==> src/rtl/bbt_pkg.sv <==
`timescale 1ns / 1ps
`default_nettype none

package bbt_pkg;

	localparam int OPEN_W = 7;

	typedef logic [1:0] lex_mode_t;
	localparam lex_mode_t MODE_NORMAL  = 2'd0;
	localparam lex_mode_t MODE_STRING  = 2'd1;
	localparam lex_mode_t MODE_COMMENT = 2'd2;

	typedef logic [1:0] closer_t;
	localparam closer_t CL_PAREN = 2'd0;
	localparam closer_t CL_BRACK = 2'd1;
	localparam closer_t CL_BRACE = 2'd2;

	localparam logic [7:0] CH_HASH   = 8'h23;
	localparam logic [7:0] CH_LPAREN = 8'h28;
	localparam logic [7:0] CH_LBRACK = 8'h5B;
	localparam logic [7:0] CH_LBRACE = 8'h7B;
	localparam logic [7:0] CH_RPAREN = 8'h29;
	localparam logic [7:0] CH_RBRACK = 8'h5D;
	localparam logic [7:0] CH_RBRACE = 8'h7D;
	localparam logic [7:0] CH_SQUOTE = 8'h27;
	localparam logic [7:0] CH_DQUOTE = 8'h22;
	localparam logic [7:0] CH_BSLASH = 8'h5C;

	typedef struct packed {
		logic [7:0] char_byte;
		logic       line_end;
	} in_t;

	typedef struct packed {
		logic [OPEN_W-1:0] open_count;
		logic              balanced;
		lex_mode_t         lex_mode;
		logic              overflowed;
	} out_t;

endpackage

`default_nettype wire

==> src/rtl/bbt_ram.sv <==
`timescale 1ns / 1ps
`default_nettype none

module bbt_ram #(
	parameter int WIDTH = 2,
	parameter int DEPTH = 64
) (
	input  wire logic                     clk,
	input  wire logic                     we,
	input  wire logic [$clog2(DEPTH)-1:0] waddr,
	input  wire logic [WIDTH-1:0]         wdata,
	input  wire logic [$clog2(DEPTH)-1:0] raddr,
	output logic      [WIDTH-1:0]         rdata
);

	logic [WIDTH-1:0] mem [DEPTH];

	always_ff @(posedge clk) begin
		if (we) begin
			mem[waddr] <= wdata;
		end
		rdata <= mem[raddr];
	end

endmodule

`default_nettype wire

==> src/rtl/bracket_balance_tracker_top.sv <==
// channel   | valid     | ready     | payload
// ----------+-----------+-----------+----------------------------------------------
// input     | in_valid  | in_ready  | in_data  (char_byte, line_end)
// output    | out_valid | out_ready | out_data (open_count, balanced, lex_mode,
//           |           |           |           overflowed)
//
// one byte per cycle while out_ready is high; the result is registered
// the stack top sits in a register, the rest in a ram whose registered read is
// issued ahead of use for the entry just below the next top
// reset clears level, lexer state and overflow; ram contents are left as is
// an output stall holds the input register, ready is low only when it is full too
`timescale 1ns / 1ps
`default_nettype none

module bracket_balance_tracker_top import bbt_pkg::*; #(
	parameter int STACK_DEPTH = 64
) (
	input  wire logic clk,
	input  wire logic arst_n,
	input  wire logic in_valid,
	output logic      in_ready,
	input  wire in_t  in_data,
	output logic      out_valid,
	input  wire logic out_ready,
	output out_t      out_data
);

	localparam int AW = $clog2(STACK_DEPTH);
	localparam int LW = $clog2(STACK_DEPTH + 1);
	localparam logic [LW-1:0] DEPTH_L = LW'(STACK_DEPTH);
	localparam logic [LW-1:0] ONE_L   = LW'(1);
	localparam logic [LW-1:0] TWO_L   = LW'(2);

	logic            valid_s1;
	in_t             in_s1;
	logic            out_valid_q;
	out_t            out_q;

	logic [LW-1:0]   level_q;
	closer_t         top_q;
	lex_mode_t       mode_q;
	logic            quote_q;
	logic            esc_q;
	logic            ovf_q;
	logic            byp_q;
	closer_t         byp_data_q;

	logic            adv;
	logic            proc;
	closer_t         ram_rdata;
	closer_t         sec;
	logic            push_req;
	logic            pop_req;
	closer_t         push_code;
	closer_t         pop_code;
	logic [LW-1:0]   level_d;
	closer_t         top_d;
	lex_mode_t       mode_d;
	logic            quote_d;
	logic            esc_d;
	logic            ovf_d;
	logic            ram_we;
	logic [LW-1:0]   level_m1;
	logic [LW-1:0]   level_nx;
	logic [LW-1:0]   rd_level;
	logic [7:0]      ch;
	logic [7:0]      quote_ch;

	assign adv      = !out_valid_q || out_ready;
	assign in_ready = !valid_s1 || adv;
	assign proc     = valid_s1 && adv;

	always_ff @(posedge clk or negedge arst_n) begin
		if (!arst_n) begin
			valid_s1 <= 1'b0;
		end else if (in_ready) begin
			valid_s1 <= in_valid;
		end
	end

	always_ff @(posedge clk) begin
		if (in_ready && in_valid) begin
			in_s1 <= in_data;
		end
	end

	// entry below the top: fresh write of the previous cycle wins over the ram
	assign sec = byp_q ? byp_data_q : ram_rdata;
	assign ch  = in_s1.char_byte;
	assign quote_ch = quote_q ? CH_DQUOTE : CH_SQUOTE;

	always_comb begin
		push_req  = 1'b0;
		pop_req   = 1'b0;
		push_code = CL_PAREN;
		pop_code  = CL_PAREN;
		mode_d    = mode_q;
		quote_d   = quote_q;
		esc_d     = esc_q;
		case (mode_q)
			MODE_STRING: begin
				if (esc_q) begin
					esc_d = 1'b0;
				end else if (ch == quote_ch) begin
					mode_d = MODE_NORMAL;
				end else if (ch == CH_BSLASH) begin
					esc_d = 1'b1;
				end
			end
			MODE_COMMENT: begin
			end
			default: begin
				case (ch)
					CH_HASH:   mode_d = MODE_COMMENT;
					CH_LPAREN: begin push_req = 1'b1; push_code = CL_PAREN; end
					CH_LBRACK: begin push_req = 1'b1; push_code = CL_BRACK; end
					CH_LBRACE: begin push_req = 1'b1; push_code = CL_BRACE; end
					CH_RPAREN: begin pop_req = 1'b1; pop_code = CL_PAREN; end
					CH_RBRACK: begin pop_req = 1'b1; pop_code = CL_BRACK; end
					CH_RBRACE: begin pop_req = 1'b1; pop_code = CL_BRACE; end
					CH_SQUOTE: begin
						mode_d  = MODE_STRING;
						quote_d = 1'b0;
						esc_d   = 1'b0;
					end
					CH_DQUOTE: begin
						mode_d  = MODE_STRING;
						quote_d = 1'b1;
						esc_d   = 1'b0;
					end
					default: begin
					end
				endcase
			end
		endcase
	end

	assign level_m1 = level_q - ONE_L;

	always_comb begin
		level_d = level_q;
		top_d   = top_q;
		ovf_d   = ovf_q;
		ram_we  = 1'b0;
		if (push_req) begin
			if (level_q == DEPTH_L) begin
				ovf_d = 1'b1;
			end else begin
				level_d = level_q + ONE_L;
				top_d   = push_code;
				ram_we  = proc && (level_q != '0);
			end
		end else if (pop_req) begin
			if (level_q != '0 && top_q == pop_code) begin
				level_d = level_m1;
				top_d   = sec;
			end
		end
	end

	assign level_nx = proc ? level_d : level_q;
	assign rd_level = level_nx - TWO_L;

	bbt_ram #(
		.WIDTH ($bits(closer_t)),
		.DEPTH (STACK_DEPTH)
	) u_stack_ram (
		.clk   (clk),
		.we    (ram_we),
		.waddr (level_m1[AW-1:0]),
		.wdata (top_q),
		.raddr (rd_level[AW-1:0]),
		.rdata (ram_rdata)
	);

	always_ff @(posedge clk or negedge arst_n) begin
		if (!arst_n) begin
			level_q <= '0;
			mode_q  <= MODE_NORMAL;
			quote_q <= 1'b0;
			esc_q   <= 1'b0;
			ovf_q   <= 1'b0;
			byp_q   <= 1'b0;
		end else begin
			byp_q <= ram_we;
			if (proc) begin
				level_q <= level_d;
				ovf_q   <= ovf_d;
				// string, escape and comment state end with the line
				if (in_s1.line_end) begin
					mode_q  <= MODE_NORMAL;
					quote_q <= 1'b0;
					esc_q   <= 1'b0;
				end else begin
					mode_q  <= mode_d;
					quote_q <= quote_d;
					esc_q   <= esc_d;
				end
			end
		end
	end

	always_ff @(posedge clk) begin
		byp_data_q <= top_q;
		if (proc) begin
			top_q <= top_d;
		end
	end

	always_ff @(posedge clk or negedge arst_n) begin
		if (!arst_n) begin
			out_valid_q <= 1'b0;
		end else if (adv) begin
			out_valid_q <= valid_s1;
		end
	end

	always_ff @(posedge clk) begin
		if (proc) begin
			out_q.open_count <= OPEN_W'(level_d);
			out_q.balanced   <= (level_d == '0);
			out_q.lex_mode   <= mode_d;
			out_q.overflowed <= ovf_d;
		end
	end

	assign out_valid = out_valid_q;
	assign out_data  = out_q;

endmodule

`default_nettype wire

==> config.mk <==
export PLATFORM = sky130hd
export DESIGN_NAME = bracket_balance_tracker_top
export DESIGN_NICKNAME = d
export VERILOG_FILES = /design/src/rtl/bbt_pkg.sv /design/src/rtl/bbt_ram.sv /design/src/rtl/bracket_balance_tracker_top.sv
export SDC_FILE = /design/constraint.sdc
export NUM_CORES = 1
export LEC_CHECK = 0
export BUFFER_PORTS_ARGS = -buffer_cell sky130_fd_sc_hd__buf_2
export CELL_PAD_IN_SITES_DETAIL_PLACEMENT = 0
export CELL_PAD_IN_SITES_GLOBAL_PLACEMENT = 1
export CORE_MARGIN = 5
export CORE_UTILIZATION = 23
export DETAILED_ROUTE_END_ITERATION = 6
export GPL_TIMING_DRIVEN = 1
export PLACE_DENSITY_LB_ADDON = 0.25
export SYNTH_ARGS = -nofsm -noshare
export SYNTH_HDL_FRONTEND = slang
export SYNTH_HIERARCHICAL = 1
export SYNTH_SLANG_ARGS = --single-unit
==> constraint.sdc <==
create_clock -name clk -period 7.08 [get_ports clk]
set_clock_uncertainty 0.2 [all_clocks]
set_input_delay 0 -clock clk [delete_from_list [all_inputs] [get_ports clk]]
set_output_delay 0 -clock clk [all_outputs]
set_load 0.02 [all_outputs]
# Word level (Yosys, flattened, before mapping)
# Memories as Yosys holds them, arrays and structs flattened. A register that Yosys moved wholly into a read port is not among the register bits.
# Cells that the tools add are included.
word_totals:
  reg_bits: 39
  ram_bits: 128
  input_bits: 13
  output_inout_bits: 13
  word_cells: 98
  memories: 1
memory_table:
  columns: ["memory", "depth", "word_bits", "rd", "rd_ports_with_merged_regs", "wr", "line_no", "text"]
  rows:
  - ["u_stack_ram.mem", 64, 2, 1, 1, 1, "bbt_ram.sv:16", "logic [WIDTH-1:0] mem [DEPTH];"]
classes:
  add_sub_neg: 3
  n_eq_ne: 18
  mux: 39
  n_reduce_logical: 21
op_table:
  columns: ["operator", "count"]
  rows:
  - ["8-bit by 6-bit equality test with 1-bit output, second input constant", 5]
  - ["8-bit by 7-bit equality test with 1-bit output, second input constant", 5]
  - ["7-bit two-way mux", 5]
  - ["2-bit two-way mux", 10]
  - ["1-bit two-way mux", 17]
  - ["2-bit one-hot mux with 2 select lines", 4]
  - ["8-bit by 6-bit equality test with 1-bit output", 1]
  - ["7-bit by 1-bit adder with 7-bit output, second input constant", 1]
  - ["7-bit equality test, second input constant", 1]
  - ["7-bit zero test", 1]
  - ["7-bit nonzero test", 1]
  - ["7-bit by 1-bit subtractor with 7-bit output, second input constant", 1]
  - ["3-bit AND reduction", 2]
  - ["3-bit nonzero test", 2]
  - ["3-bit OR reduction", 2]
  - ["6-bit by 2-bit subtractor with 6-bit output, second input constant", 1]
  - ["1-bit logical AND", 4]
  - ["2-bit != test, second input constant", 2]
  - ["1-bit one-hot mux with 2 select lines", 2]
  - ["4-bit AND reduction", 1]
  - ["2-bit nonzero test", 2]
  - ["2-bit OR reduction", 2]
  - ["3-bit two-way mux", 1]
  - ["2-bit by 1-bit equality test with 1-bit output, second input constant", 1]
  - ["5 further kinds", 7]

# Depth between registers and ports, before layout
depth:
  ltp_word: 10
  mapped_depth: 15

# By module
# The synthesis kept the hierarchy.
by_module_without_submodules:
  columns: ["mod", "instances", "cells_per_inst", "area_per_inst_um2", "seq_area_each_um2"]
  rows:
  - ["bbt_ram", 1, 324, 5397.7, 3883.7]
  - ["bracket_balance_tracker_top", 1, 218, 2389.8, 1076.0]

# Worst setup path before layout
# OpenSTA, ideal clock, no wires.
synth_timing:
  path_kind: "register to register"
  from: "reg top_q[0]"
  to: "reg u_stack_ram.rdata[0], read port of u_stack_ram.mem"
  setup_ns: 0.120
  arrival_time_ns: 4.058
  path_slack_ns: 2.702
  path_stages_with_launch: 14
  synth_period_minus_slack_ns: 4.378
  cell_sequence: "edfxtp_1 nor3b_1 o21ai_4 a211oi_2 nor3_2 or4_4 ha_1 inv_1 clkbuf_1 nor2_1 a22o_1 o21ai_0 a21oi_1 a211o_1"
synth_between:
  elab_chain_cells: 7
synth_rtl:
  columns: ["element", "line_no", "text"]
  rows:
  - ["start, declared", "bracket_balance_tracker_top.sv:40", "closer_t top_q;"]
  - ["start signal, assigned", "bracket_balance_tracker_top.sv:206", "top_q <= top_d;"]
  - ["2-bit equality test", "bracket_balance_tracker_top.sv:154", "if (level_q != '0 && top_q == pop_code) begin"]
  - ["1-bit logical AND", "bracket_balance_tracker_top.sv:154", null]
  - ["7-bit two-way mux", "bracket_balance_tracker_top.sv:154", null]
  - ["7-bit two-way mux", "bracket_balance_tracker_top.sv:153", "end else if (pop_req) begin"]
  - ["7-bit two-way mux", "bracket_balance_tracker_top.sv:145", "if (push_req) begin"]
  - ["7-bit two-way mux", null, null]
  - ["6-bit by 2-bit subtractor with 6-bit output", "bracket_balance_tracker_top.sv:162", "assign rd_level = level_nx - TWO_L;"]
  - ["net rd_level[1]", "bracket_balance_tracker_top.sv:65", "logic [LW-1:0] rd_level;"]
  - ["end, declared", "bbt_ram.sv:13", "output logic [WIDTH-1:0] rdata"]
# The timed path passes the listed nets, and every way through them passes these cells.
# A chain may end at the register's enable or synchronous reset.

# Final worst setup path
layout_timing:
  from: "reg level_q[0]"
  to: "reg u_stack_ram.rdata[0], read port of u_stack_ram.mem"
layout_between:
  word_cells_on_any_way: 11
  cone_classes: "3 x add/sub; 1 x eq/ne; 5 x mux; 2 x reduce/logical"
layout_rtl:
  columns: ["element", "line_no", "text"]
  rows:
  - ["start, declared", "bracket_balance_tracker_top.sv:39", "logic [LW-1:0] level_q;"]
  - ["start signal, assigned", "bracket_balance_tracker_top.sv:187", "level_q <= level_d;"]
  - ["7-bit by 1-bit subtractor with 7-bit output", "bracket_balance_tracker_top.sv:138", "assign level_m1 = level_q - ONE_L;"]
  - ["net level_m1[0]", "bracket_balance_tracker_top.sv:63", "logic [LW-1:0] level_m1;"]
  - ["7-bit two-way mux", "bracket_balance_tracker_top.sv:154", null]
  - ["7-bit two-way mux", "bracket_balance_tracker_top.sv:153", null]
  - ["7-bit two-way mux", "bracket_balance_tracker_top.sv:145", null]
  - ["7-bit two-way mux", null, null]
  - ["6-bit by 2-bit subtractor with 6-bit output", "bracket_balance_tracker_top.sv:162", null]
  - ["net rd_level[1]", "bracket_balance_tracker_top.sv:65", null]
# The timed path passes the listed nets, and every way through them passes these cells.

==> flow_summary.ini <==
[outcome]
status = finished, final reports clean

[pwr]
clkPwrFrac_pct = 36.4
irDropWorstVdd_mv = 0.1297
internal_power_mw = 1.787
power_frac_seq_pct = 44.6
p_leak_nw = 2.899
swShare_pct = 29.30
comb_power_share_pct = 19.0
powerDensity_mw_per_mm2 = 278.0
p_switching_uw = 740.8
power.total_mw = 2.528

[placement]
dp_worst_setup_slack_ns = 1.884
place.gp.congestion = 0.7739
placed_area_mm2 = 0.008354
portBuffers = 25
dp_cells = 994
dpl.hpwl_um = 12600

[finish]
drive_above_1_share_pct = 20.95
final_util_pct = 27.19
num_antenna_cells = 0
syn_to_final_growth_pct = 16.77
stdcell_count = 1040
fin_nets = 597
stdcell_area_mm2 = 0.009094

[route]
dr.pass1.iters = 4
postRouteAntennaNets = 0
wl_um = 19050
post_drt_wl_per_cell_um = 18.31
drc = 0
initialDrtViolationCount = 361
via_per_inst = 4.524
vias = 4705

[critical_path]
worst_path_largest_cell_delay_ns = 0.80
endpoint_kind = register
r2r-start = level_q[0]
worstPathArrival_ns = 5.25
critical_path_class = reg2reg
required_ns = 7.20
regToRegSetupSlack_ns = 1.94
slowest_stage = or4_4
path_delay_family = simple AND/OR/NAND/NOR gates
r2r_cells = 14
crit_path_start_kind = register
path_buf_inv = 2
path_cells = inv_1 > ha_1 > or3b_2 > nor3_4 > a211oi_2 > and3_2 > or4_4 > ha_1 > inv_1 > mux4_2 > nand2b_1 > o21ai_0 > a211oi_1 > a211o_1
cp_max_fo = 33
reg2reg_to = u_stack_ram/rdata[0]

[clock_tree]
cts.sinks = 169
cts_buffers = 17
htreeDepth = 4
clock_latency_ns = 0.43
cts_tree = built
clk_pin_slew_worst_paths_ns = 0.07
cts_buffer_depth = 2
ctsResizeCount = 0
cts-root-buf = clkbuf_16

[grt]
grt_pass1_vias = 4828
grt-ovfl-total = 0
antenna_found_initial = 0
grt_max_degree = 68
track_usage_pct = 10.27
grt_pass1_wl_um = 29540

[sta]
final_max_slew_viol_count = 0
relSlewSlack_pct = 29.96
rsz0062_at_grt = no
setup_violations = 0
finalSetupTns_ns = 0
clock.fmax_mhz = 194.7
min_period_over_period_pct = 72.54
period_minus_slack_ns = 5.136
hold_slack_ns = 0.08150
worst_slack_ns = 1.944
worst-slew-pin-transition_ns = 1.047
hold_violations = 0

[job]
maxCapViolCount = 0

[hold_path]
hold_class = in2reg
holdPathEnd = in_s1[0]
min_path_cells = 2
hold_path_startpoint = in_data[0]

[yosys]
synthCells = 542
syn-num-nets = 560
syn_area_per_cell_um2 = 14.37
async_flop_share_pct = 8.876
yosysSeqAreaShare_pct = 63.69
synth-edff-count = 150
synth_ff_type = edfxtp_1
ys_seq_elements = 169
yosys_warnings = 6
synth_area_mm2 = 0.007787
ys_types = 72

[die]
fp.coreArea_mm2 = 0.03345
die-width_um = 194.0
start_util_pct = 23.28
ios = 26
design.die.area_mm2 = 0.03764
fp-row-count = 67
dieHeight_um = 194.0
## worst register-to-register path, delay by kind of cell, from the launching register on
| kind | cells | cell delay [ns] |
|---|---|---|
| simple gates | 5 | 2.07 |
| fa+ha+maj | 2 | 0.75 |
| buf+inv | 2 | 0.64 |
| compound gates | 4 | 0.57 |
| flops | 1 | 0.45 |
| mux | 1 | 0.37 |
## metal layers
layer / track usage [%] / share of wire (%) / vias up
met4: 3.021 / 1.6 / 0
li1: - / - / 2159
met3: 2.485 / 4.0 / 20
met1: 14.01 / 47 / 2432
met5: 0 / 0 / -
met2: 16.34 / 47 / 94
## layout make-up
class / count / area (um2)
Clock buffer: 17 / 425.4
Clock inverter: 15 / 173.9
Fill cell: 3391 / 24350
Inverter: 14 / 52.55
Multi-Input combinational cell: 333 / 2606
Sequential cell: 169 / 4960
Tap cell: 448 / 560.5
Timing Repair Buffer: 44 / 315.3
## synthesized netlist by cell type, drive strengths merged, types with 4 or more instances
master	count	area share [%]
nor4b	4	0.61
a21oi	10	0.64
buf	6	0.66
nor3	9	0.92
nor3b	5	0.55
a22o	5	0.56
ha	5	0.80
inv	13	0.63
xor2	5	0.66
o21ai	11	0.85
nand2	30	1.5
nor2	85	4.1
nand2b	11	0.88
nand3b	6	0.58
mux4	29	8.4
mux2i	8	1.0
clkbuf	20	1.6
nor2b	9	0.72
edfxtp	150	58
dfrtp	15	4.8
a22oi	6	0.58
a211oi	8	1.1
nand3	14	0.96
xnor2	6	0.67
and3	5	0.42
a31oi	6	0.48
a2111oi	4	0.93
dfxtp	4	1.0
nor4	5	0.40
## kinds of logic (layout without fill, tap and decap cells)
| logic type | count (synthesis) | count (layout) | share of synthesized area, % |
|---|---|---|---|
| and+or+nand+nor | 206 | 206 | 14.11 |
| DFF | 169 | 169 | 63.69 |
| AOI/OAI and AO/OA | 72 | 72 | 7.423 |
| buffers and inverters | 40 | 90 | 2.940 |
| muxes | 39 | 39 | 9.704 |
| xor gates and xnor gates | 11 | 11 | 1.334 |
| adders and majority gates | 5 | 5 | 0.8033 |
## cell usage in the layout (no fill, tap or decap), types with 10 or more instances in the layout
cell | netlist | layout
clkbuf_16 | 0 | 17
nand2_1 | 29 | 29
buf_2 | 2 | 25
mux4_2 | 29 | 29
nand2b_1 | 11 | 11
dfrtp_1 | 15 | 15
a21oi_1 | 10 | 10
nand3_1 | 13 | 13
dlygate4sd3_1 | 0 | 14
inv_1 | 12 | 12
o21ai_0 | 10 | 10
edfxtp_1 | 150 | 150
nor2_1 | 85 | 85
## worst max-delay path by stage
stage / start / end / cells after the start / slack (ns)
floorplan: top_q[0] / u_stack_ram/rdata[0] / 13 / 2.70
global placement: level_q[0] / u_stack_ram/rdata[0] / 14 / 1.95
detailed placement: top_q[1] / u_stack_ram/rdata[0] / 13 / 1.88
CTS: top_q[1] / u_stack_ram/rdata[0] / 13 / 1.87
global route: top_q[1] / u_stack_ram/rdata[0] / 13 / 1.58
finish: level_q[0] / u_stack_ram/rdata[0] / 14 / 1.94
## state kept, by name (all words and copies together) (netlist names)
name,count
level_q,7
in_s1,1
top_q,2
quote_q,1
out_valid,1
out_data,11
byp_q,1
valid_s1,1
mode_q,2
ovf_q,1
byp_data_q,2
u_stack_ram/mem,128
u_stack_ram/rdata,2
esc_q,1
ch,8
## power by group through the flow
stage / clock, mW / combinational [mW] / sequential [mW]
after floorplan: 0 / 0.357 / 1.15
after global placement: 0 / 0.480 / 1.15
after global routing: 0.995 / 0.525 / 1.13
after detailed placement: 0 / 0.482 / 1.15
final: 0.920 / 0.481 / 1.13
after CTS: 0.947 / 0.490 / 1.13
## what timing repair did
action                                  in CTS  in global routing
endpoints found under the setup margin       0                  0
endpoints found under the hold margin       35                  0
hold buffers                                14                  0
buffers inserted                             0                  0
Power figures use the tool's default switching activity.
